<file path="src/assert_macros.svh">
// Assertion macros shared by the camera ray direction RTL.
// Expects clk_i and rst_ni in the scope of each use.
`ifndef ASSERT_MACROS_SVH
`define ASSERT_MACROS_SVH

`define ASSERT_IMPLIES(lbl, a, b, msg) \
  lbl: assert property (@(posedge clk_i) disable iff (!rst_ni) (a) |-> (b)) \
    else $error(msg);

`define ASSERT_NEXT(lbl, a, b, msg) \
  lbl: assert property (@(posedge clk_i) disable iff (!rst_ni) (a) |=> (b)) \
    else $error(msg);

`endif

</file>
<file path="src/cprd_pkg.sv">
// Types and fixed widths of the camera ray direction block.
// No dependencies.
package cprd_pkg;

  localparam int unsigned PIX_W     = 12;
  localparam int unsigned RES_W     = 13;
  localparam int unsigned FIX_W     = 16;
  localparam int unsigned CFG_IDX_W = 4;
  localparam int unsigned MAG_W     = 13;
  localparam int unsigned WEIGHT_W  = 32;
  localparam int unsigned WNUM_W    = 38;
  localparam int unsigned NORM_W    = 30;
  localparam int unsigned SQ_W      = 2 * NORM_W;
  localparam int unsigned SUMSQ_W   = SQ_W + 2;
  localparam int unsigned ROOT_W    = SUMSQ_W / 2;
  localparam int unsigned UNIT_SH   = 14;
  localparam int unsigned NNUM_W    = NORM_W + UNIT_SH + 1;
  localparam int unsigned DIR_W     = 16;

  typedef enum logic [CFG_IDX_W-1:0] {
    REG_RIGHT,
    REG_UP,
    REG_FORWARD,
    REG_FOCAL,
    REG_SCALE,
    REG_ASPECT,
    REG_WIDTH,
    REG_HEIGHT
  } cfg_reg_e;

  typedef struct packed {
    logic             nx_neg;
    logic [MAG_W-1:0] nx_mag;
    logic             ny_neg;
    logic [MAG_W-1:0] ny_mag;
    logic             w_zero;
    logic             h_zero;
  } pix_item_t;

endpackage

</file>
<file path="src/cprd_front.sv">
// Front end: accepts pixel transactions and classifies screen offsets.
// Depends on cprd_pkg.
module cprd_front import cprd_pkg::*; (
  input  logic             clk_i,
  input  logic             rst_ni,
  input  logic             start_i,
  input  logic [PIX_W-1:0] pixel_x_i,
  input  logic [PIX_W-1:0] pixel_y_i,
  input  logic [RES_W-1:0] width_i,
  input  logic [RES_W-1:0] height_i,
  input  logic             q_full_i,
  output logic             busy_o,
  output logic             push_o,
  output pix_item_t        item_o
);

  logic             vld_q, vld_d;
  pix_item_t        item_q, item_d;
  logic             accept;
  logic signed [RES_W+1:0] dx, dy;

  assign busy_o = vld_q && q_full_i;
  assign push_o = vld_q && !q_full_i;
  assign accept = start_i && !busy_o;
  assign item_o = item_q;

  always_comb begin
    dx = $signed({2'b00, pixel_x_i, 1'b1}) - $signed({2'b00, width_i});
    dy = $signed({2'b00, height_i}) - $signed({2'b00, pixel_y_i, 1'b1});
    item_d.nx_neg = dx[RES_W+1];
    item_d.nx_mag = dx[RES_W+1] ? MAG_W'(-dx) : MAG_W'(dx);
    item_d.ny_neg = dy[RES_W+1];
    item_d.ny_mag = dy[RES_W+1] ? MAG_W'(-dy) : MAG_W'(dy);
    item_d.w_zero = (width_i == '0);
    item_d.h_zero = (height_i == '0);
    vld_d = accept ? 1'b1 : (push_o ? 1'b0 : vld_q);
  end

  always_ff @(posedge clk_i or negedge rst_ni) begin
    if (!rst_ni) begin
      vld_q <= 1'b0;
    end else begin
      vld_q <= vld_d;
    end
  end

  always_ff @(posedge clk_i) begin
    if (accept) begin
      item_q <= item_d;
    end
  end

endmodule

</file>
<file path="config.mk">
export PLATFORM = sky130hd
export DESIGN_NAME = cprd_front
export DESIGN_NICKNAME = d
export VERILOG_FILES = /design/src/assert_macros.svh /design/src/cprd_pkg.sv /design/src/cprd_front.sv
export SDC_FILE = /design/constraint.sdc
export NUM_CORES = 1
export LEC_CHECK = 0
export BUFFER_PORTS_ARGS = -buffer_cell sky130_fd_sc_hd__clkbuf_2
export CAP_MARGIN = 0
export CORE_MARGIN = 8
export CORE_UTILIZATION = 45
export CTS_CLUSTER_SIZE = 28
export DETAILED_ROUTE_END_ITERATION = 6
export PLACE_DENSITY = 0.84
export SLEW_MARGIN = 15
export SYNTH_ARGS = -nofsm -noshare
export SYNTH_HDL_FRONTEND = slang
export SYNTH_SLANG_ARGS = --single-unit
</file>
<file path="constraint.sdc">
create_clock -name clk_i -period 3.3 [get_ports clk_i]
set_input_delay 0.33 -clock clk_i [delete_from_list [all_inputs] [get_ports clk_i]]
set_output_delay 0.33 -clock clk_i [all_outputs]
set_load 0.1 [all_outputs]
</file>
==> metrics.yaml, run 1 <==
yosysTopAreaCell: "edfxtp_1"
critPathRequiredTime_ns: 3.33
rr_worst_depth: 3
combPwrFrac: 0.527
synth_ff_type: "edfxtp_1"
grt_pass1_vias: 2445
yosysUniqueCellTypes: 53
num_io_pins: 86
clk_pin_slew_ns: 0.06
post-route-drc-count: 0
drive_above_1_share: 0.261
syn-num-nets: 391
yosysWarnings: 0
slew_viol_final: 0
post-route-period-util: 0.841
r2r_end: "item_o[10]$_DFFE_PP_"
gp_congestion: 0.915
stdcell_count: 477
pwr-share-clk: 0.171
p_int_mw: 0.930
worstReg2RegStart: "vld_q$_DFFE_PN0P_"
grt_max_degree: 17
grt_setup_unrepaired: "no"
synth-async-reset-ratio: 0.0323
end_kind: "flop"
fp.dieW_um: 94.8
synth_compound_area_frac: 0.165
coreArea_um2: 5960
leakage_nw: 1.55
overflow: 0
max_slew_margin: 0.506
crit_end: "item_o[14]$_DFFE_PP_"
rrSetupSlack_ns: 1.51
cts-hold-fix-buffers: 1
crit_path_max_fanout: 6
maxCapViolCount: 0
cts_buffers: 5
worst_slack_ns: 0.524
avgViaCountPerCell: 5.20
synth_top_family_by_area: "simple AND/OR/NAND/NOR gates"
syn_to_final_growth_pct: 22.5
setup_violations: 0
diodes: 0
synth-xor-area-share: 0.126
fin_skew_ns: 0.00366
tightest_slew_ns: 0.738
fillers: 536
yosys.area_share.simple: 0.192
syn-cell-area_um2: 2790
power_density_nw_per_um2: 510
syn_inst: 309
avgSynthCellArea_um2: 9.03
dp_hpwl_mm: 5.61
period_needed_ns: 2.78
vias: 2480
start_util: 0.469
hold_ws_ns: 0.254
cts_tree: "yes"
cts_root_buf: "clkbuf_8"
fmax_mhz: 360
crit_start: "pixel_y_i[3]"
ys_seq_area_frac: 0.332
synth_area_leaders: "edfxtp_1 32%, ha_1 12%, xnor2_1 7.2%"
hp-class: "primary input to flop"
ys_seq_elements: 31
die_area_um2: 8980
nets: 483
finalHoldViolCount: 0
yosysTopAreaCellShare: 0.323
die_h_um: 94.8
grt_pass1_wl_mm: 11.0
clk_latency_ns: 0.28
dpl.cell_count: 468
worstSetupPathType: "primary input to flop"
drt-total-wl_mm: 6.60
vdd_drop_max_uv: 404
cts_resized: 0
status: "complete, no violations"
clockBufferDepth: 2
worstPathArrival_ns: 2.80
p_sw_mw: 0.812
antenna_found_initial: 0
clock_sinks: 31
first_iter_violations: 154
numPortBuffers: 85
ant_nets: 0
synthMuxAreaShare: 0
wl_per_cell_um: 13.8
rows: 28
finalSetupTns_ns: 0
grt_usage: 0.152
p_total_mw: 1.74
p_sw_frac: 0.466
synth_edf_count: 30
drt_pass1_iterations: 5
synth-adder-area-share: 0.131
post_cts_buffers: 0
power_frac_seq: 0.303
htreeDepth: 2
pre_cts_slack_ns: 0.238
crit_path_start_kind: "primary input"
cells in the final DEF (no fill, tap or decap), types with 3 or more instances in the layout:
cell type | synthesis | final
a21oi_1 | 17 | 17
and2_1 | 3 | 3
clkbuf_2 | 0 | 85
clkbuf_8 | 0 | 6
edfxtp_1 | 30 | 30
ha_1 | 26 | 26
inv_1 | 38 | 38
nand2_1 | 14 | 14
nand3_1 | 5 | 5
nor2_1 | 36 | 36
nor2b_1 | 7 | 6
nor3_1 | 13 | 13
nor4_1 | 6 | 6
o211ai_1 | 3 | 3
o21a_1 | 4 | 4
o21ai_0 | 11 | 11
o21ai_1 | 3 | 3
or2_2 | 3 | 3
or3_1 | 3 | 3
xnor2_1 | 23 | 23
xor2_1 | 17 | 17
metrics by stage:
step	utilization	instance area [um2]
finish	0.574	3420
global route	0.574	3420
CTS	0.574	3420
detailed placement	0.557	3320
global placement	0.557	3320
floorplan	-	2790
worst min path at each step:
| stage | from | to | depth (start not counted) |
|---|---|---|---|
| floorplan | rst_ni | vld_q$_DFFE_PN0P_ | 0 |
| global placement | rst_ni | vld_q$_DFFE_PN0P_ | 1 |
| detailed placement | rst_ni | vld_q$_DFFE_PN0P_ | 1 |
| CTS | start_i | vld_q$_DFFE_PN0P_ | 2 |
| global route | start_i | vld_q$_DFFE_PN0P_ | 2 |
| finish | start_i | vld_q$_DFFE_PN0P_ | 2 |
power by group through the flow:
stage / Combinational (mW) / Sequential, mW / Clock [mW]
2_1_floorplan: 0.385 / 0.900 / 0
3_3_place_gp: 0.897 / 0.535 / 0
3_5_place_dp: 0.914 / 0.537 / 0
4_1_cts: 0.918 / 0.528 / 0.312
5_1_grt: 0.982 / 0.534 / 0.328
6_report: 0.918 / 0.528 / 0.297
final cells by class:
cell class | instances | area (um2) | area share
Clock inverter | 1 | 5.00 | 0.00146
Tap cell | 75 | 93.8 | 0.0275
Timing Repair Buffer | 88 | 450 | 0.132
Inverter | 38 | 143 | 0.0417
Clock buffer | 7 | 86.3 | 0.0253
Sequential cell | 31 | 926 | 0.271
Multi-Input combinational cell | 237 | 1710 | 0.501
cell families (layout without fill, tap and decap cells):
| kind of cell | after synthesis | count (layout) |
|---|---|---|
| xor gates and xnor gates | 40 | 40 |
| and+or+nand+nor | 105 | 105 |
| DFF | 31 | 31 |
| AOI/OAI and AO/OA | 64 | 64 |
| adders and majority gates | 28 | 28 |
| buffers and inverters | 41 | 134 |
registers in the layout (all words and copies together), names as in the netlist:
| register | flops |
|---|---|
| item_o | 30 |
| vld_q | 1 |
routing by layer:
metal,track usage,up-vias,part of all wire
met5,0,-,0
met4,0.0780,0,0.021
met3,0.0389,7,0.085
met2,0.232,92,0.44
met1,0.193,1098,0.45
li1,-,1283,-
Yosys cell counts (4+ instances only):
library cell and count:
o21a_1 4, o21ai_0 11, edfxtp_1 30, ha_1 26
inv_1 38, nor3_1 13, nor2b_1 7, xnor2_1 23
nand3_1 5, a21oi_1 17, nor4_1 6, xor2_1 17
nand2_1 14, nor2_1 36
critical path, cell delays in order:
cell and delay (ns):
clkbuf_2 0.07, inv_1 0.03, ha_1 0.39, a2111oi_4 0.45, o31ai_2 0.17, a211oi_2 0.37, xnor2_1 0.15, nor3_1 0.18
nor4b_2 0.25, nor3_1 0.08, a311o_1 0.32
(Power assumes the default switching activity.)
==> run 2, diff against run 1 <==
--- a/config.mk
+++ b/config.mk
@@ -11,7 +11,7 @@
 export CORE_UTILIZATION = 45
 export CTS_CLUSTER_SIZE = 28
 export DETAILED_ROUTE_END_ITERATION = 6
-export PLACE_DENSITY = 0.84
+export PLACE_DENSITY = 0.86
 export SLEW_MARGIN = 15
 export SYNTH_ARGS = -nofsm -noshare
 export SYNTH_HDL_FRONTEND = slang
==> constraint.sdc (replaced) <==
create_clock -name clk_i -period 2.2 [get_ports clk_i]
set_input_delay 0.22 -clock clk_i [delete_from_list [all_inputs] [get_ports clk_i]]
set_output_delay 0.22 -clock clk_i [all_outputs]
set_load 0.1 [all_outputs]
==> metrics.yaml, run 2 (same netlist as run 1, synthesis figures left out) <==
status: "complete, but fails checks"
failed_checks: "negative setup slack"
vias: 3158
fp.dieW_um: 94.8
numPortBuffers: 85
met3_usage: 0.0310
pre_cts_slack_ns: -0.596
ant_nets: 0
grt_setup_unrepaired: "yes"
placed_area_um2: 3950
die_area_um2: 8980
cp_slowest_cell: "or4_1"
hp-class: "primary input to flop"
utilization: 0.769
cp_cell_sequence: "buf_8 > ha_4 > a2111oi_4 > buf_4 > o31ai_4 > o21ai_2 > xor2_2 > nand4bb_4 > or4_1 > o21ai_1 > a311o_1"
clk_latency_ns: 0.29
setup_violations: 15
wl_per_cell_um: 18.7
fmax_mhz: 374
grt_pass1_vias: 2961
drt_pass1_iterations: 6
num_io_pins: 86
max_slew_margin: 0.633
worst_slack_ns: -0.472
drt-total-wl_mm: 10.5
post-route-period-util: 1.21
worstSetupPathType: "primary input to flop"
coreArea_um2: 5960
cts_buffers: 5
start_util: 0.469
end_kind: "flop"
rows: 28
period_needed_ns: 2.67
p_total_mw: 3.23
hold_ws_ns: 0.162
grt_max_degree: 31
top_usage_layer: "met2"
post-route-drc-count: 0
fin_skew_ns: 0.0104
rrSetupSlack_ns: 0.82
clk_pin_slew_ns: 0.07
nets: 566
drive_above_1_share: 0.530
critical_path.max_stage_delay_ns: 0.55
vdd_drop_max_uv: 701
die_h_um: 94.8
avgViaCountPerCell: 5.64
overflow: 0
finalSetupTns_ns: -2.03
crit_path_max_fanout: 3
met1_usage: 0.218
fin_area_um2: 4580
critPathRequiredTime_ns: 2.35
antenna_found_initial: 0
mostFrequentLayoutCells: "85 x buf_4, 79 x clkbuf_2, 31 x inv_1"
grt_pass1_wl_mm: 13.2
largest_register_ffs: 30
cts_tree: "yes"
maxCapViolCount: 0
diodes: 0
worstPathArrival_ns: 2.82
power_density_nw_per_um2: 706
clock_sinks: 31
cts_root_buf: "clkbuf_8"
grt_use_met2: 0.311
leakage_nw: 2.06
finalHoldViolCount: 0
syn_to_final_growth_pct: 64.1
htreeDepth: 2
clockBufferDepth: 2
grt_usage: 0.183
tightest_slew_ns: 0.552
first_iter_violations: 264
crit_path_start_kind: "primary input"
final_common_cell: "buf_4"
gp_congestion: 0.912
slew_viol_final: 0
dpl.cell_count: 538
dp_hpwl_mm: 6.52
stdcell_count: 560
run 2: cell count changes in the layout (fill, tap and decap cells not counted), sizes merged:
cell and change:
buf +89, clkbuf -6
run 2: cell type report:
type	count	area (um2)
clock inverter	1	5.00
tap	75	93.8
sequential	31	926
fill	365	1380
clock buffer	7	86.3
inverter	38	158
multi-input combinational	237	2200
timing repair buffer	171	1110
run 2: path summary, 6_finish.rpt:
| check | startpoint | to | cells past startpoint |
|---|---|---|---|
| setup / recovery | height_i[4] | item_o[14]$_DFFE_PP_ | 11 |
| hold / removal | start_i | vld_q$_DFFE_PN0P_ | 2 |
| setup reg to reg | vld_q$_DFFE_PN0P_ | item_o[24]$_DFFE_PP_ | 3 |
| hold reg to reg | vld_q$_DFFE_PN0P_ | vld_q$_DFFE_PN0P_ | 2 |
| max in group asynchronous | rst_ni | vld_q$_DFFE_PN0P_ | 2 |
| min in group asynchronous | rst_ni | vld_q$_DFFE_PN0P_ | 2 |
run 2: repair_timing:
action	4_1_cts	5_1_grt
setup buffers	6	8
resized for setup	15	78
hold endpoints to repair	1	0
pin swaps	14	34
hold buffers	1	0
endpoints found under the setup margin	25	26
run 2: report_power, final:
group          internal [mW]  switching (mW)
logic                  0.695            1.26
registers              0.773          0.0205
clock network          0.253           0.235
total                   1.72            1.51
run 2: layer usage:
| layer | part of all wire | vias up | wire, um |
|---|---|---|---|
| met5 | 0 | - | 0 |
| met4 | 0.056 | 0 | 591 |
| met3 | 0.084 | 60 | 880 |
| met2 | 0.48 | 193 | 5060 |
| met1 | 0.38 | 1463 | 3940 |
| li1 | - | 1442 | - |
run 2: worst max-delay path, delay by kind of cell:
family | cells | cell delay [ns]
buffers and inverters | 2 | 0.30
XOR/XNOR | 1 | 0.33
AND/OR/NAND/NOR | 2 | 0.75
AO/OA/AOI/OAI | 5 | 0.98
adder cells (fa/ha/maj) | 1 | 0.25
==> run 3, diff against run 2 <==
==> constraint.sdc (replaced) <==
create_clock -name clk_i -period 2.25 [get_ports clk_i]
set_input_delay 0.225 -clock clk_i [delete_from_list [all_inputs] [get_ports clk_i]]
set_output_delay 0.225 -clock clk_i [all_outputs]
set_load 0.1 [all_outputs]
==> metrics.yaml, run 3 (same netlist as run 1, synthesis figures left out) <==
clockBufferDepth: 2
grt_max_degree: 31
crit_path_start_kind: "primary input"
grt_pass1_wl_mm: 13.8
cts_buffers: 5
grt_pass1_vias: 3004
post-route-drc-count: 0
grt_setup_unrepaired: "yes"
utilization: 0.761
crit_path_max_fanout: 3
drt-total-wl_mm: 9.42
fin_area_um2: 4530
post-route-period-util: 1.12
num_io_pins: 86
critPathRequiredTime_ns: 2.28
gp_congestion: 0.873
start_util: 0.469
hp-class: "primary input to flop"
vias: 3089
slew_viol_final: 0
tightest_slew_ns: 0.557
mostFrequentLayoutCells: "78 x clkbuf_2, 78 x buf_4, 32 x inv_1"
die_h_um: 94.8
status: "complete, but fails checks"
dp_hpwl_mm: 6.57
placed_area_um2: 3920
end_kind: "flop"
period_needed_ns: 2.51
overflow: 0
cts_tree: "yes"
drt_pass1_iterations: 4
fp.dieW_um: 94.8
wl_per_cell_um: 16.9
diodes: 0
leakage_nw: 2.06
nets: 565
cts_root_buf: "clkbuf_8"
clk_latency_ns: 0.28
worst_slack_ns: -0.261
die_area_um2: 8980
maxCapViolCount: 0
p_total_mw: 3.20
avgViaCountPerCell: 5.53
numPortBuffers: 85
fin_skew_ns: 0.00211
hold_ws_ns: 0.144
htreeDepth: 2
syn_to_final_growth_pct: 62.3
rows: 28
first_iter_violations: 200
power_density_nw_per_um2: 705
clock_sinks: 31
rrSetupSlack_ns: 0.89
grt_usage: 0.191
fmax_mhz: 398
antenna_found_initial: 0
max_slew_margin: 0.630
vdd_drop_max_uv: 643
largest_register_ffs: 30
ant_nets: 0
finalHoldViolCount: 0
worstSetupPathType: "primary input to flop"
clk_pin_slew_ns: 0.06
drive_above_1_share: 0.517
worstPathArrival_ns: 2.55
coreArea_um2: 5960
setup_violations: 12
failed_checks: "negative setup slack"
-- run 3: worst max-delay path, cell delays in order --
cell,delay [ns]
buf_8,0.10
ha_4,0.25
a2111oi_4,0.41
o31ai_4,0.19
a211oi_2,0.32
xnor2_1,0.15
nor3_1,0.24
nor4b_4,0.31
nor3_2,0.08
a311o_1,0.27
-- run 3: final timing paths --
path,startpoint,endpoint,depth (start not counted)
hold reg to reg,vld_q$_DFFE_PN0P_,vld_q$_DFFE_PN0P_,2
setup / recovery,height_i[4],item_o[14]$_DFFE_PP_,10
min in group asynchronous,rst_ni,vld_q$_DFFE_PN0P_,2
max in group asynchronous,rst_ni,vld_q$_DFFE_PN0P_,2
setup reg to reg,vld_q$_DFFE_PN0P_,item_o[13]$_DFFE_PP_,3
hold / removal,start_i,vld_q$_DFFE_PN0P_,2
-- run 3: power breakdown --
| part | switching (mW) | internal, mW | total [mW] |
|---|---|---|---|
| clock | 0.210 | 0.358 | 0.568 |
| combinational | 1.18 | 0.671 | 1.85 |
| sequential | 0.0216 | 0.756 | 0.778 |
-- run 3: final cells by class --
| type | instances | area, um2 |
|---|---|---|
| clock buffer | 6 | 82.6 |
| clock inverter | 2 | 35.0 |
| multi-input combinational | 237 | 2090 |
| timing repair buffer | 170 | 1150 |
| fill | 369 | 1430 |
| tap | 75 | 93.8 |
| sequential | 31 | 926 |
| inverter | 38 | 153 |
-- run 3: repair_timing --
action,4_1_cts,5_1_grt
hold buffers,1,0
pin swaps,11,28
endpoints found under the setup margin,16,26
hold endpoints to repair,1,0
buffers inserted,5,9
resized for setup,20,71
-- run 3: stage by stage --
stage | cells | setup WS, ns | setup TNS, ns
after floorplan | 309 | -0.192 | -0.192
after detailed placement | 536 | -0.569 | -8.44
after global routing | 559 | -0.300 | -2.20
after global placement | 536 | -0.377 | -7.14
final | 559 | -0.261 | -1.38
after CTS | 550 | -0.169 | -0.442
-- run 3: per-layer routing --
| metal | global-route usage | vias to the layer above | share of wire | wire [um] |
|---|---|---|---|---|
| met2 | 0.337 | 140 | 0.49 | 4660 |
| li1 | - | 1444 | - | - |
| met4 | 0.0962 | 0 | 0.033 | 311 |
| met3 | 0.0254 | 32 | 0.070 | 656 |
| met1 | 0.221 | 1473 | 0.40 | 3790 |
| met5 | 0 | - | 0 | 0 |
