**config.mk**
```make
export PLATFORM = sky130hd
export DESIGN_NAME = cprd_fifo
export DESIGN_NICKNAME = d
export VERILOG_FILES = /design/src/assert_macros.svh /design/src/cprd_pkg.sv /design/src/cprd_fifo.sv
export SDC_FILE = /design/constraint.sdc
export NUM_CORES = 1
export LEC_CHECK = 0
export BUFFER_PORTS_ARGS = -buffer_cell sky130_fd_sc_hd__buf_4
export CORE_UTILIZATION = 46
export CTS_CLUSTER_DIAMETER = 100
export DETAILED_ROUTE_END_ITERATION = 8
export PLACE_DENSITY_LB_ADDON = 0.25
export SYNTH_ARGS = -nofsm -noshare
export SYNTH_HDL_FRONTEND = slang
export SYNTH_SLANG_ARGS = --single-unit
```
**constraint.sdc**
```tcl
create_clock -name clk_i -period 2.1 [get_ports clk_i]
set_clock_uncertainty 0.05 [all_clocks]
set_input_delay 0.21 -clock clk_i [delete_from_list [all_inputs] [get_ports clk_i]]
set_output_delay 0.21 -clock clk_i [all_outputs]
set_load 0.005 [all_outputs]
```
**src/assert_macros.svh**
```systemverilog
// Assertion macros shared by the camera ray direction RTL.
// Expects clk_i and rst_ni in the scope of each use.
`ifndef ASSERT_MACROS_SVH
`define ASSERT_MACROS_SVH

`define ASSERT_IMPLIES(lbl, a, b, msg) \
  lbl: assert property (@(posedge clk_i) disable iff (!rst_ni) (a) |-> (b)) \
    else $error(msg);

`define ASSERT_NEXT(lbl, a, b, msg) \
  lbl: assert property (@(posedge clk_i) disable iff (!rst_ni) (a) |=> (b)) \
    else $error(msg);

`endif

```
**src/cprd_pkg.sv**
```systemverilog
// Types and fixed widths of the camera ray direction block.
// No dependencies.
package cprd_pkg;

  localparam int unsigned PIX_W     = 12;
  localparam int unsigned RES_W     = 13;
  localparam int unsigned FIX_W     = 16;
  localparam int unsigned CFG_IDX_W = 4;
  localparam int unsigned MAG_W     = 13;
  localparam int unsigned WEIGHT_W  = 32;
  localparam int unsigned WNUM_W    = 38;
  localparam int unsigned NORM_W    = 30;
  localparam int unsigned SQ_W      = 2 * NORM_W;
  localparam int unsigned SUMSQ_W   = SQ_W + 2;
  localparam int unsigned ROOT_W    = SUMSQ_W / 2;
  localparam int unsigned UNIT_SH   = 14;
  localparam int unsigned NNUM_W    = NORM_W + UNIT_SH + 1;
  localparam int unsigned DIR_W     = 16;

  typedef enum logic [CFG_IDX_W-1:0] {
    REG_RIGHT,
    REG_UP,
    REG_FORWARD,
    REG_FOCAL,
    REG_SCALE,
    REG_ASPECT,
    REG_WIDTH,
    REG_HEIGHT
  } cfg_reg_e;

  typedef struct packed {
    logic             nx_neg;
    logic [MAG_W-1:0] nx_mag;
    logic             ny_neg;
    logic [MAG_W-1:0] ny_mag;
    logic             w_zero;
    logic             h_zero;
  } pix_item_t;

endpackage

```
**src/cprd_fifo.sv**
```systemverilog
// Two-entry queue between the front end and the back end.
// Depends on cprd_pkg.
module cprd_fifo import cprd_pkg::*; (
  input  logic      clk_i,
  input  logic      rst_ni,
  input  logic      push_i,
  input  pix_item_t data_i,
  input  logic      pop_i,
  output pix_item_t data_o,
  output logic      empty_o,
  output logic      full_o
);

  localparam int unsigned DEPTH = 2;
  localparam int unsigned PTR_W = $clog2(DEPTH);

  pix_item_t        mem_q [DEPTH];
  logic [PTR_W-1:0] wptr_q, wptr_d, rptr_q, rptr_d;
  logic [PTR_W:0]   cnt_q, cnt_d;
  logic             do_push, do_pop;

  assign empty_o = (cnt_q == '0);
  assign full_o  = (cnt_q == (PTR_W+1)'(DEPTH));
  assign data_o  = mem_q[rptr_q];
  assign do_push = push_i && !full_o;
  assign do_pop  = pop_i && !empty_o;

  always_comb begin
    wptr_d = do_push ? wptr_q + 1'b1 : wptr_q;
    rptr_d = do_pop ? rptr_q + 1'b1 : rptr_q;
    cnt_d  = cnt_q + (PTR_W+1)'(do_push) - (PTR_W+1)'(do_pop);
  end

  always_ff @(posedge clk_i or negedge rst_ni) begin
    if (!rst_ni) begin
      wptr_q <= '0;
      rptr_q <= '0;
      cnt_q  <= '0;
    end else begin
      wptr_q <= wptr_d;
      rptr_q <= rptr_d;
      cnt_q  <= cnt_d;
    end
  end

  always_ff @(posedge clk_i) begin
    if (do_push) begin
      mem_q[wptr_q] <= data_i;
    end
  end

endmodule

```
==> results of run 1 <==
==> metal layers <==
layer / vias up / wire length (µm) / GRT usage
met1: 608 / 1500 / 0.168
met2: 49 / 2100 / 0.273
met5: - / 0 / 0
met4: 0 / 89 / 0.109
met3: 9 / 215 / 0.0453
li1: 585 / - / -
==> registers in the layout, indices dropped and copies added, names as in the netlist <==
signal and cells:
mem_q 60, cnt_q 2, rptr_q 1, wptr_q 1
==> timing repair <==
| item | in CTS | in global routing |
|---|---|---|
| hold endpoints to repair | 4 | 0 |
| buffers inserted | 0 | 0 |
| hold buffers | 1 | 0 |
| gates resized for setup | 0 | 0 |
==> kinds of logic after synthesis <==
kind of cell / synth area share
fa+ha+maj: 0.0105
simple gates: 0.0137
flops: 0.801
mux: 0.142
buf+inv: 0.0174
xor+xnor: 0.0148
==> path summary, 6_finish.rpt <==
path	startpoint	end	slack (ps)	cells past startpoint
max in group asynchronous	rst_ni	rptr_q	1730	2
worst min-delay path	data_i[15]	mem_q[0][15]	20	1
worst max-delay path	rptr_q	data_o[1]	390	3
min in group asynchronous	rst_ni	cnt_q[0]	170	2
worst max register to register	cnt_q[1]	cnt_q[1]	400	7
worst min register to register	cnt_q[1]	cnt_q[1]	480	1
==> stage by stage <==
stage          instances  utilization
3_5_place_dp         245        0.612
4_1_cts              261        0.656
3_3_place_gp         245        0.612
6_report             261        0.656
2_1_floorplan        111            -
5_1_grt              261        0.656
==> final cells by class <==
type / instances / area, µm² / share of cell area
sequential: 64 / 1900 / 0.598
timing repair buffer: 71 / 548 / 0.172
multi-input combinational: 42 / 438 / 0.138
clock buffer: 10 / 128 / 0.0401
tap: 67 / 83.8 / 0.0264
clock inverter: 5 / 72.6 / 0.0228
inverter: 2 / 7.51 / 0.00236
==> power by group <==
group | internal [µW] | switching, µW | total (µW) | leakage, µW
Combinational | 767 | 577 | 1340 | 0.000522
Clock | 652 | 412 | 1060 | 0.000101
Sequential | 1750 | 88.8 | 1840 | 0.000604
==> worst max-delay path, cell delays in order (launching register included) <==
cell	delay, ps
dfrtp_1	340
buf_4	270
mux2_2	380
buf_4	140
==> cells in the final DEF (no fill, tap or decap) <==
cell type and instances:
and3_1 1, buf_12 1, buf_4 69, bufinv_16 2
clkbuf_1 1, clkbuf_8 9, clkinv_1 2, clkinv_2 1
dfrtp_1 4, dlygate4sd3_1 1, edfxtp_1 60, ha_1 2
inv_1 2, mux2_2 30, nand2_1 1, nand2b_1 1
nor2_1 1, nor2_4 1, nor2b_2 1, xnor2_1 3
xor2_1 1
==> summary.md, run 1 <==
| Metric | Value |
|---|---|
| Design Area, Final | `3180 µm²` |
| Post-Syn Area | `2370 µm²` |
| Final wirelength | `3.91 mm` |
| Die footprint | `5450 µm²` |
| Root Buffer | `clkbuf_8` |
| Top-count cell post-synth | `edfxtp_1` |
| # IOs | `66` |
| CP max FO | `20` |
| # rows | `25` |
| Crit. End Element | `primary output` |
| Crit Path Category | `register to primary output` |
| Final setup TNS | `0 ps` |
| DRC marker count from the first detailed-route iteration | `29` |
| Highest Clock Rate | `583 MHz` |
| Pwr Total | `4250 µW` |
| Hold Violations, Final | `0` |
| Synth area leader | `edfxtp_1` |
| Post-DP Area | `2970 µm²` |
| # Max-Cap Violations | `0` |
| Via Count | `1251` |
| GRT Total Usage | `0.159` |
| Worst Tran Pin Value | `308 ps` |
| Die W | `73.8 µm` |
| Initial antenna violation count | `0` |
| DRC Markers | `0` |
| Seq/Total Area, Yosys | `0.801` |
| Vias in the first global route | `1320` |
| Die Y | `73.8 µm` |
| Period utilization | `0.817` |
| P_leak | `0.00123 µW` |
| Worst-skew pair later-pin latency | `320 ps` |
| CTS Buf Count | `9` |
| VDD IR max | `698 µV` |
| Diodes inserted | `0` |
| CP startpoint kind | `register` |
| Gpl congestion | `0.643` |
| Final ANT Viol Nets | `0` |
| Tmin final | `1710 ps` |
| Post-Syn Nets | `147` |
| Num Clock Sinks | `64` |
| #FFs+latches synth | `64` |
| Fin. max-slew vios | `0` |
| Max clock buf depth | `2` |
| EDFF count, synth | `60` |
| RSZ-0062 raised after global routing | `false` |
| Synth cell types | `13` |
| Port bufs | `65` |
| Routed len/inst | `15.0 µm` |
| Share of cells above drive strength 1 | `0.588` |
| Congestion Overflow GR | `0` |
| Min-Delay Path Class | `input port to register` |
| Post-synth top cells | `edfxtp_1 (60), mux2_2 (30), dfrtp_1 (4), buf_6 (3), xnor2_1 (3)` |
| WP data arrival | `1450 ps` |
| CTS tree | `yes` |
| Worst slack, placed | `405 ps` |
| 1st-pass router iterations | `4` |
| Initial Util | `0.490` |
| Hold WS | `16.8 ps` |
| Post-synth ARST share | `0.0625` |
| Synth area leaders | `edfxtp_1 (76%), mux2_2 (14%), dfrtp_1 (4.2%)` |
| Rel. slew slack | `0.794` |
| Clock Pin Slew Worst Setup and Hold Paths | `60 ps` |
| Status | `complete, no violations` |
| Main synth FF type | `edfxtp_1` |
| Critical Path RT | `1840 ps` |
| H-tree depth | `3` |
| Synth warn | `0` |
| Core Region | `4850 µm²` |
| Fillers | `348` |
| Largest net degree at the start of global routing | `23` |
| P per Cell Area | `1340 nW/µm²` |
| First-pass GRT wire length | `5.91 mm` |
| Nets@finish | `226` |
| Final Worst Setup Slack | `385 ps` |
| Area grow syn2layout | `33.9%` |
| Hpwl dp | `2.68 mm` |
| Final Setup Violations | `0` |
| Avg Cell Area, Syn | `21.4 µm²` |
| Via-to-Cell Ratio | `4.79` |
| Post-synth top area share | `0.759` |
| Gate count of the mapped netlist | `111` |
Power figures use the tool's default switching activity.
==> run 2: changes to the inputs <==
==> constraint.sdc (replaced) <==
create_clock -name clk_i -period 1.4 [get_ports clk_i]
set_clock_uncertainty 0.05 [all_clocks]
set_input_delay 0.14 -clock clk_i [delete_from_list [all_inputs] [get_ports clk_i]]
set_output_delay 0.14 -clock clk_i [all_outputs]
set_load 0.005 [all_outputs]
==> run 2 against run 1 <==
Compared with the run above:
- routed wire length up 32%
- critical path depth unchanged
- sequential power up 53%
- largest cell class unchanged
- register-to-register slack worse by 590 ps
- via count up 15%
- non-clock buffer count up 43
- clock-buffer cell count unchanged
- the run now ends with setup timing left
==> summary.md, run 2 (same netlist as run 1, synthesis figures left out) <==
| Metric | Value |
|---|---|
| Die Y | `73.8 µm (unchanged)` |
| Post-DP Area | `3050 µm² (+2.7%)` |
| Sequential share of power | `0.397 (-0.036)` |
| CP max FO | `19 (-5.0%)` |
| Die W | `73.8 µm (unchanged)` |
| Vias in the first global route | `1540 (+17%)` |
| Reg-to-reg endpoint | `cnt_q[1]` |
| # Max-Cap Violations | `0 (unchanged)` |
| P_leak | `0.00145 µW (+19%)` |
| Period utilization | `1.17` |
| Root Buffer | `clkbuf_8` |
| Worst path cell trace | `buf_12, mux2_2, buf_4` |
| P per Cell Area | `1900 nW/µm² (+42%)` |
| Via-to-Cell Ratio | `4.72 (-1.6%)` |
| Core Region | `4850 µm² (unchanged)` |
| Reg with most FFs | `mem_q` |
| Share of cells above drive strength 1 | `0.588 (+0.000606)` |
| CP startpoint kind | `register` |
| Worst-skew pair later-pin latency | `340 ps (+20 ps)` |
| Fin. max-slew vios | `0 (unchanged)` |
| Register Area | `1900 µm² (+0.13%)` |
| Status | `complete, but fails checks` |
| Register-to-register setup slack | `-190 ps (-590 ps)` |
| CP max stage delay | `420 ps (+40 ps)` |
| Clock share of power | `0.214 (-0.036)` |
| Nets@finish | `269 (+19%)` |
| Port bufs | `65 (unchanged)` |
| Final Worst Setup Slack | `-241 ps (-627 ps)` |
| Rel. slew slack | `0.867 (+0.0724)` |
| Highest Clock Rate | `609 MHz` |
| Top Registers | `mem_q (60), cnt_q (2)` |
| CTS Buf Count | `9 (unchanged)` |
| Most frequent cells in the layout | `buf_4 (69), edfxtp_1 (60), dlygate4sd3_1 (31)` |
| VDD IR max | `1330 µV (+90%)` |
| Max clock buf depth | `2 (unchanged)` |
| Congestion Overflow GR | `0 (unchanged)` |
| Switching Power | `1950 µW (+81%)` |
| Routed len/inst | `16.9 µm (+13%)` |
| Via Count | `1439 (+15%)` |
| Final ANT Viol Nets | `0 (unchanged)` |
| Area of the multi-input gates | `488 µm² (+11%)` |
| Layout Cells excl Fill | `305 (+17%)` |
| DRC Markers | `0 (unchanged)` |
| Hpwl dp | `2.96 mm (+10%)` |
| Critical Path RT | `1210 ps (-630 ps)` |
| Num Clock Sinks | `64 (unchanged)` |
| H-tree depth | `3 (unchanged)` |
| Diodes inserted | `0 (unchanged)` |
| Final setup TNS | `-8550 ps (-8550 ps)` |
| Crit. End Element | `primary output` |
| Switch share | `0.275 (+0.0216)` |
| Placed insts | `252 (+2.9%)` |
| CTS tree | `yes` |
| RSZ-0062 raised after global routing | `true` |
| Design internal power | `5140 µW (+62%)` |
| Failing checks | `setup timing` |
| Delay-heaviest family, CP | `flip-flops` |
| Largest net degree at the start of global routing | `20 (-13%)` |
| Initial antenna violation count | `0 (unchanged)` |
| Crit-path slowest cell | `dfrtp_2` |
| Gpl congestion | `0.639 (-0.61%)` |
| Fillers | `274 (-21%)` |
| Clock Pin Slew Worst Setup and Hold Paths | `70 ps (about the same)` |
| Initial Util | `0.490 (unchanged)` |
| DRC marker count from the first detailed-route iteration | `56 (+93%)` |
| # IOs | `66 (unchanged)` |
| Tmin final | `1640 ps` |
| Hold Violations, Final | `0 (unchanged)` |
| Largest register FFs | `60 (unchanged)` |
| First-pass GRT wire length | `7.03 mm (+19%)` |
| Reg2reg path depth | `7 (unchanged)` |
| Worst Tran Pin Value | `200 ps (-108 ps)` |
| Gate power share | `0.389 (+0.073)` |
| GRT Total Usage | `0.188 (+0.0290)` |
| Die footprint | `5450 µm² (unchanged)` |
| Design Area, Final | `3740 µm² (+18%)` |
| Final Setup Violations | `91 (+91)` |
| Min-Delay Path Class | `input port to asynchronous set/reset pin` |
| WP data arrival | `1450 ps (about the same)` |
| # rows | `25 (unchanged)` |
| Worst path bufs/invs | `2 (unchanged)` |
| Most common cell after layout, fill and taps aside | `buf_4` |
| 1st-pass router iterations | `4 (unchanged)` |
| Final wirelength | `5.14 mm (+32%)` |
| Area grow syn2layout | `57.6%` |
| Reg2reg start | `cnt_q[0]` |
| Crit Path Category | `register to primary output` |
run 2: timing repair:
item,in CTS,in global routing
hold buffers,31,0
pin swaps,3,3
endpoints found under the setup margin,83,94
gates cloned,0,4
setup buffers,1,2
hold endpoints to repair,64,0
resized for setup,8,14
run 2: through the flow:
stage | util | hold WS (ps) | power [µW] | setup slack [ps]
2_1_floorplan | - | -206 | 3890 | -124
3_3_place_gp | 0.629 | -111 | 4970 | -81.5
3_5_place_dp | 0.629 | -108 | 5080 | -199
4_1_cts | 0.740 | 70.8 | 6750 | -225
5_1_grt | 0.772 | 79.0 | 7390 | -257
6_report | 0.772 | 79.8 | 7090 | -241
run 2: cell type report:
type                            count  area share
Clock inverter                      6      0.0161
Clock buffer                       10      0.0341
Timing Repair Buffer              114       0.286
Tap cell                           67      0.0224
Inverter                            2     0.00201
Multi-Input combinational cell     42       0.130
Sequential cell                    64       0.509
run 2: power by group through the flow:
| stage | Clock (µW) | Sequential (µW) | Combinational [µW] |
|---|---|---|---|
| after global placement | 0 | 2780 | 2190 |
| final | 1510 | 2820 | 2760 |
| after global routing | 1610 | 2850 | 2930 |
| after CTS | 1520 | 2790 | 2440 |
| after floorplan | 0 | 2770 | 1110 |
| after detailed placement | 0 | 2820 | 2260 |
run 2: worst max-delay path by stage:
| stage | start | end | depth (start not counted) |
|---|---|---|---|
| 2_1_floorplan | cnt_q[1] | cnt_q[1] | 7 |
| 3_3_place_gp | cnt_q[1] | cnt_q[1] | 7 |
| 3_5_place_dp | cnt_q[1] | cnt_q[1] | 7 |
| 4_1_cts | rptr_q | data_o[20] | 3 |
| 5_1_grt | rptr_q | data_o[21] | 3 |
| 6_report | rptr_q | data_o[21] | 3 |
run 2: metal layers:
layer,global-route usage,share of wire,vias up
li1,-,-,673
met1,0.196,0.38,713
met3,0.0604,0.037,7
met4,0.0855,0.012,0
met5,0,0,-
met2,0.341,0.57,46
==> run 3: changes to the inputs <==
--- a/config.mk
+++ b/config.mk
@@ -8,8 +8,10 @@
 export BUFFER_PORTS_ARGS = -buffer_cell sky130_fd_sc_hd__buf_4
 export CORE_UTILIZATION = 46
 export CTS_CLUSTER_DIAMETER = 100
+export CTS_CLUSTER_SIZE = 25
 export DETAILED_ROUTE_END_ITERATION = 8
 export PLACE_DENSITY_LB_ADDON = 0.25
+export RECOVER_POWER = 100
 export SYNTH_ARGS = -nofsm -noshare
 export SYNTH_HDL_FRONTEND = slang
 export SYNTH_SLANG_ARGS = --single-unit
==> run 3 against run 2 <==
Compared with the run above:
- the run still ends with setup timing left
- hold slack improved by 36 ps
- die area stayed put
- register-to-register slack barely moved
- cell count unchanged
- flip-flop and latch count unchanged
- maximum frequency increased by 0.95%
- sequential power hardly changed
- routed wire length fell by 1.2%
- highest routed layer unchanged
- global-route usage unchanged
- largest cell class unchanged
- critical path type unchanged
- combinational power about the same
- clock power hardly changed
- utilization is 0.54 points lower
==> summary.md, run 3 (same netlist as run 1, synthesis figures left out) <==
| Metric | Value |
|---|---|
| WP data arrival | `1440 ps (about the same)` |
| Reg-to-reg endpoint | `cnt_q[1]` |
| Nets@finish | `269 (unchanged)` |
| P_leak | `0.00142 µW (-2.1%)` |
| Congestion Overflow GR | `0 (unchanged)` |
| VDD IR max | `1330 µV (-0.11%)` |
| CP max FO | `19 (unchanged)` |
| Root Buffer | `clkbuf_8` |
| DRC marker count from the first detailed-route iteration | `51 (-8.9%)` |
| Via Count | `1433 (-0.42%)` |
| Failing checks | `setup timing` |
| Reg2reg path depth | `7 (unchanged)` |
| Status | `complete, but fails checks` |
| Share of cells above drive strength 1 | `0.559 (-0.0294)` |
| Worst Tran Pin Value | `247 ps (+46.8 ps)` |
| RSZ-0062 raised after global routing | `true` |
| First-pass GRT wire length | `7.03 mm (unchanged)` |
| Largest register FFs | `60 (unchanged)` |
| Register-to-register setup slack | `-200 ps (about the same)` |
| # rows | `25 (unchanged)` |
| Final wirelength | `5.08 mm (-1.2%)` |
| DRC Markers | `0 (unchanged)` |
| # Max-Cap Violations | `0 (unchanged)` |
| Period utilization | `1.16 (-0.0111)` |
| Final Worst Setup Slack | `-226 ps (+15.5 ps)` |
| CP startpoint kind | `register` |
| CP max stage delay | `410 ps (about the same)` |
| Final ANT Viol Nets | `0 (unchanged)` |
| Crit Path Category | `register to primary output` |
| Port bufs | `65 (unchanged)` |
| Design Area, Final | `3710 µm² (-0.70%)` |
| Worst path cell trace | `buf_12, mux2_2, buf_4` |
| Gpl congestion | `0.639 (unchanged)` |
| Most common cell after layout, fill and taps aside | `edfxtp_1` |
| Post-DP Area | `3050 µm² (unchanged)` |
| Initial antenna violation count | `0 (unchanged)` |
| P per Cell Area | `1900 nW/µm² (+0.34%)` |
| Area grow syn2layout | `56.5%` |
| Initial Util | `0.490 (unchanged)` |
| Most frequent cells in the layout | `edfxtp_1 (60), buf_4 (38), dlygate4sd3_1 (31)` |
| 1st-pass router iterations | `4 (unchanged)` |
| Critical Path RT | `1210 ps (about the same)` |
| CTS Buf Count | `9 (unchanged)` |
| Max clock buf depth | `2 (unchanged)` |
| Delay-heaviest family, CP | `flip-flops` |
| Reg with most FFs | `mem_q` |
| Clock Pin Slew Worst Setup and Hold Paths | `70 ps (about the same)` |
| Source of the critical timing path | `rptr_q` |
| Worst slack, placed | `-199 ps (unchanged)` |
| GRT Total Usage | `0.188 (unchanged)` |
| Hold Violations, Final | `0 (unchanged)` |
| Crit. End Element | `primary output` |
| Fin. max-slew vios | `0 (unchanged)` |
| Vias in the first global route | `1540 (unchanged)` |
| Num Clock Sinks | `64 (unchanged)` |
| # IOs | `66 (unchanged)` |
| Tmin final | `1630 ps (-15.5 ps)` |
| Hpwl dp | `2.96 mm (unchanged)` |
| Highest Clock Rate | `615 MHz (+0.95%)` |
| Worst-skew pair later-pin latency | `330 ps (about the same)` |
| Worst path bufs/invs | `2 (unchanged)` |
| H-tree depth | `3 (unchanged)` |
| Via-to-Cell Ratio | `4.70 (-0.42%)` |
| Crit-path slowest cell | `dfrtp_2` |
| Die W | `73.8 µm (unchanged)` |
| CTS tree | `yes` |
| Die footprint | `5450 µm² (unchanged)` |
| Die Y | `73.8 µm (unchanged)` |
| Core Region | `4850 µm² (unchanged)` |
| Min-Delay Path Class | `input port to asynchronous set/reset pin` |
| Diodes inserted | `0 (unchanged)` |
| Reg2reg start | `cnt_q[1]` |
| Rel. slew slack | `0.835 (-0.0312)` |
| Routed len/inst | `16.7 µm (-1.2%)` |
| Final setup TNS | `-8220 ps (+330 ps)` |
| Largest net degree at the start of global routing | `20 (unchanged)` |
| Final Setup Violations | `91 (unchanged)` |
| Top Registers | `mem_q (60), cnt_q (2)` |
## run 3: cell types whose count changed in the layout (fill, tap and decap cells not counted)
cell,change
clkbuf_1,+7
buf_4,-31
clkbuf_4,+24
## run 3: how the worst max path moves through the flow
stage | to | slack [ps] | cells after the start
6_report | data_o[20] | -230 | 3
2_1_floorplan | cnt_q[1] | -120 | 7
3_5_place_dp | cnt_q[1] | -200 | 7
4_1_cts | data_o[20] | -230 | 3
5_1_grt | data_o[21] | -260 | 3
3_3_place_gp | cnt_q[1] | -80 | 7
## run 3: layout make-up
type	count	area, µm²
multi-input cells	42	488
well taps	67	83.8
clock buffers	10	128
repair buffers	114	1040
fillers	283	1130
inverters	2	7.51
clock inverters	6	60.1
flip-flops and latches	64	1900
## run 3: metal layers
| metal | share of wire | GRT usage |
|---|---|---|
| met4 | 0.012 | 0.0855 |
| met1 | 0.38 | 0.196 |
| met2 | 0.58 | 0.341 |
| met3 | 0.034 | 0.0604 |
| met5 | 0 | 0 |
## run 3: metrics by stage
| stage | power (µW) | hold WS (ps) | util | std cells |
|---|---|---|---|---|
| detailed placement | 5080 | -108 | 0.629 | 252 |
| CTS | 6750 | 70.8 | 0.740 | 300 |
| floorplan | 3890 | -206 | - | 111 |
| global route | 7380 | 135 | 0.766 | 305 |
| global placement | 4970 | -111 | 0.629 | 252 |
| finish | 7070 | 116 | 0.766 | 305 |
## run 3: report_power, final
part	total, µW	switching [µW]	internal [µW]
registers	2820	187	2630
clock network	1510	702	812
logic	2730	1050	1690
total	7070	1940	5130
## run 3: repair_timing
action | CTS | global route
resized for setup | 8 | 14
buffers inserted | 1 | 2
pin swaps | 3 | 3
hold buffers | 31 | 0
hold endpoints to repair | 64 | 0
cloned | 0 | 4
endpoints found under the setup margin | 83 | 94
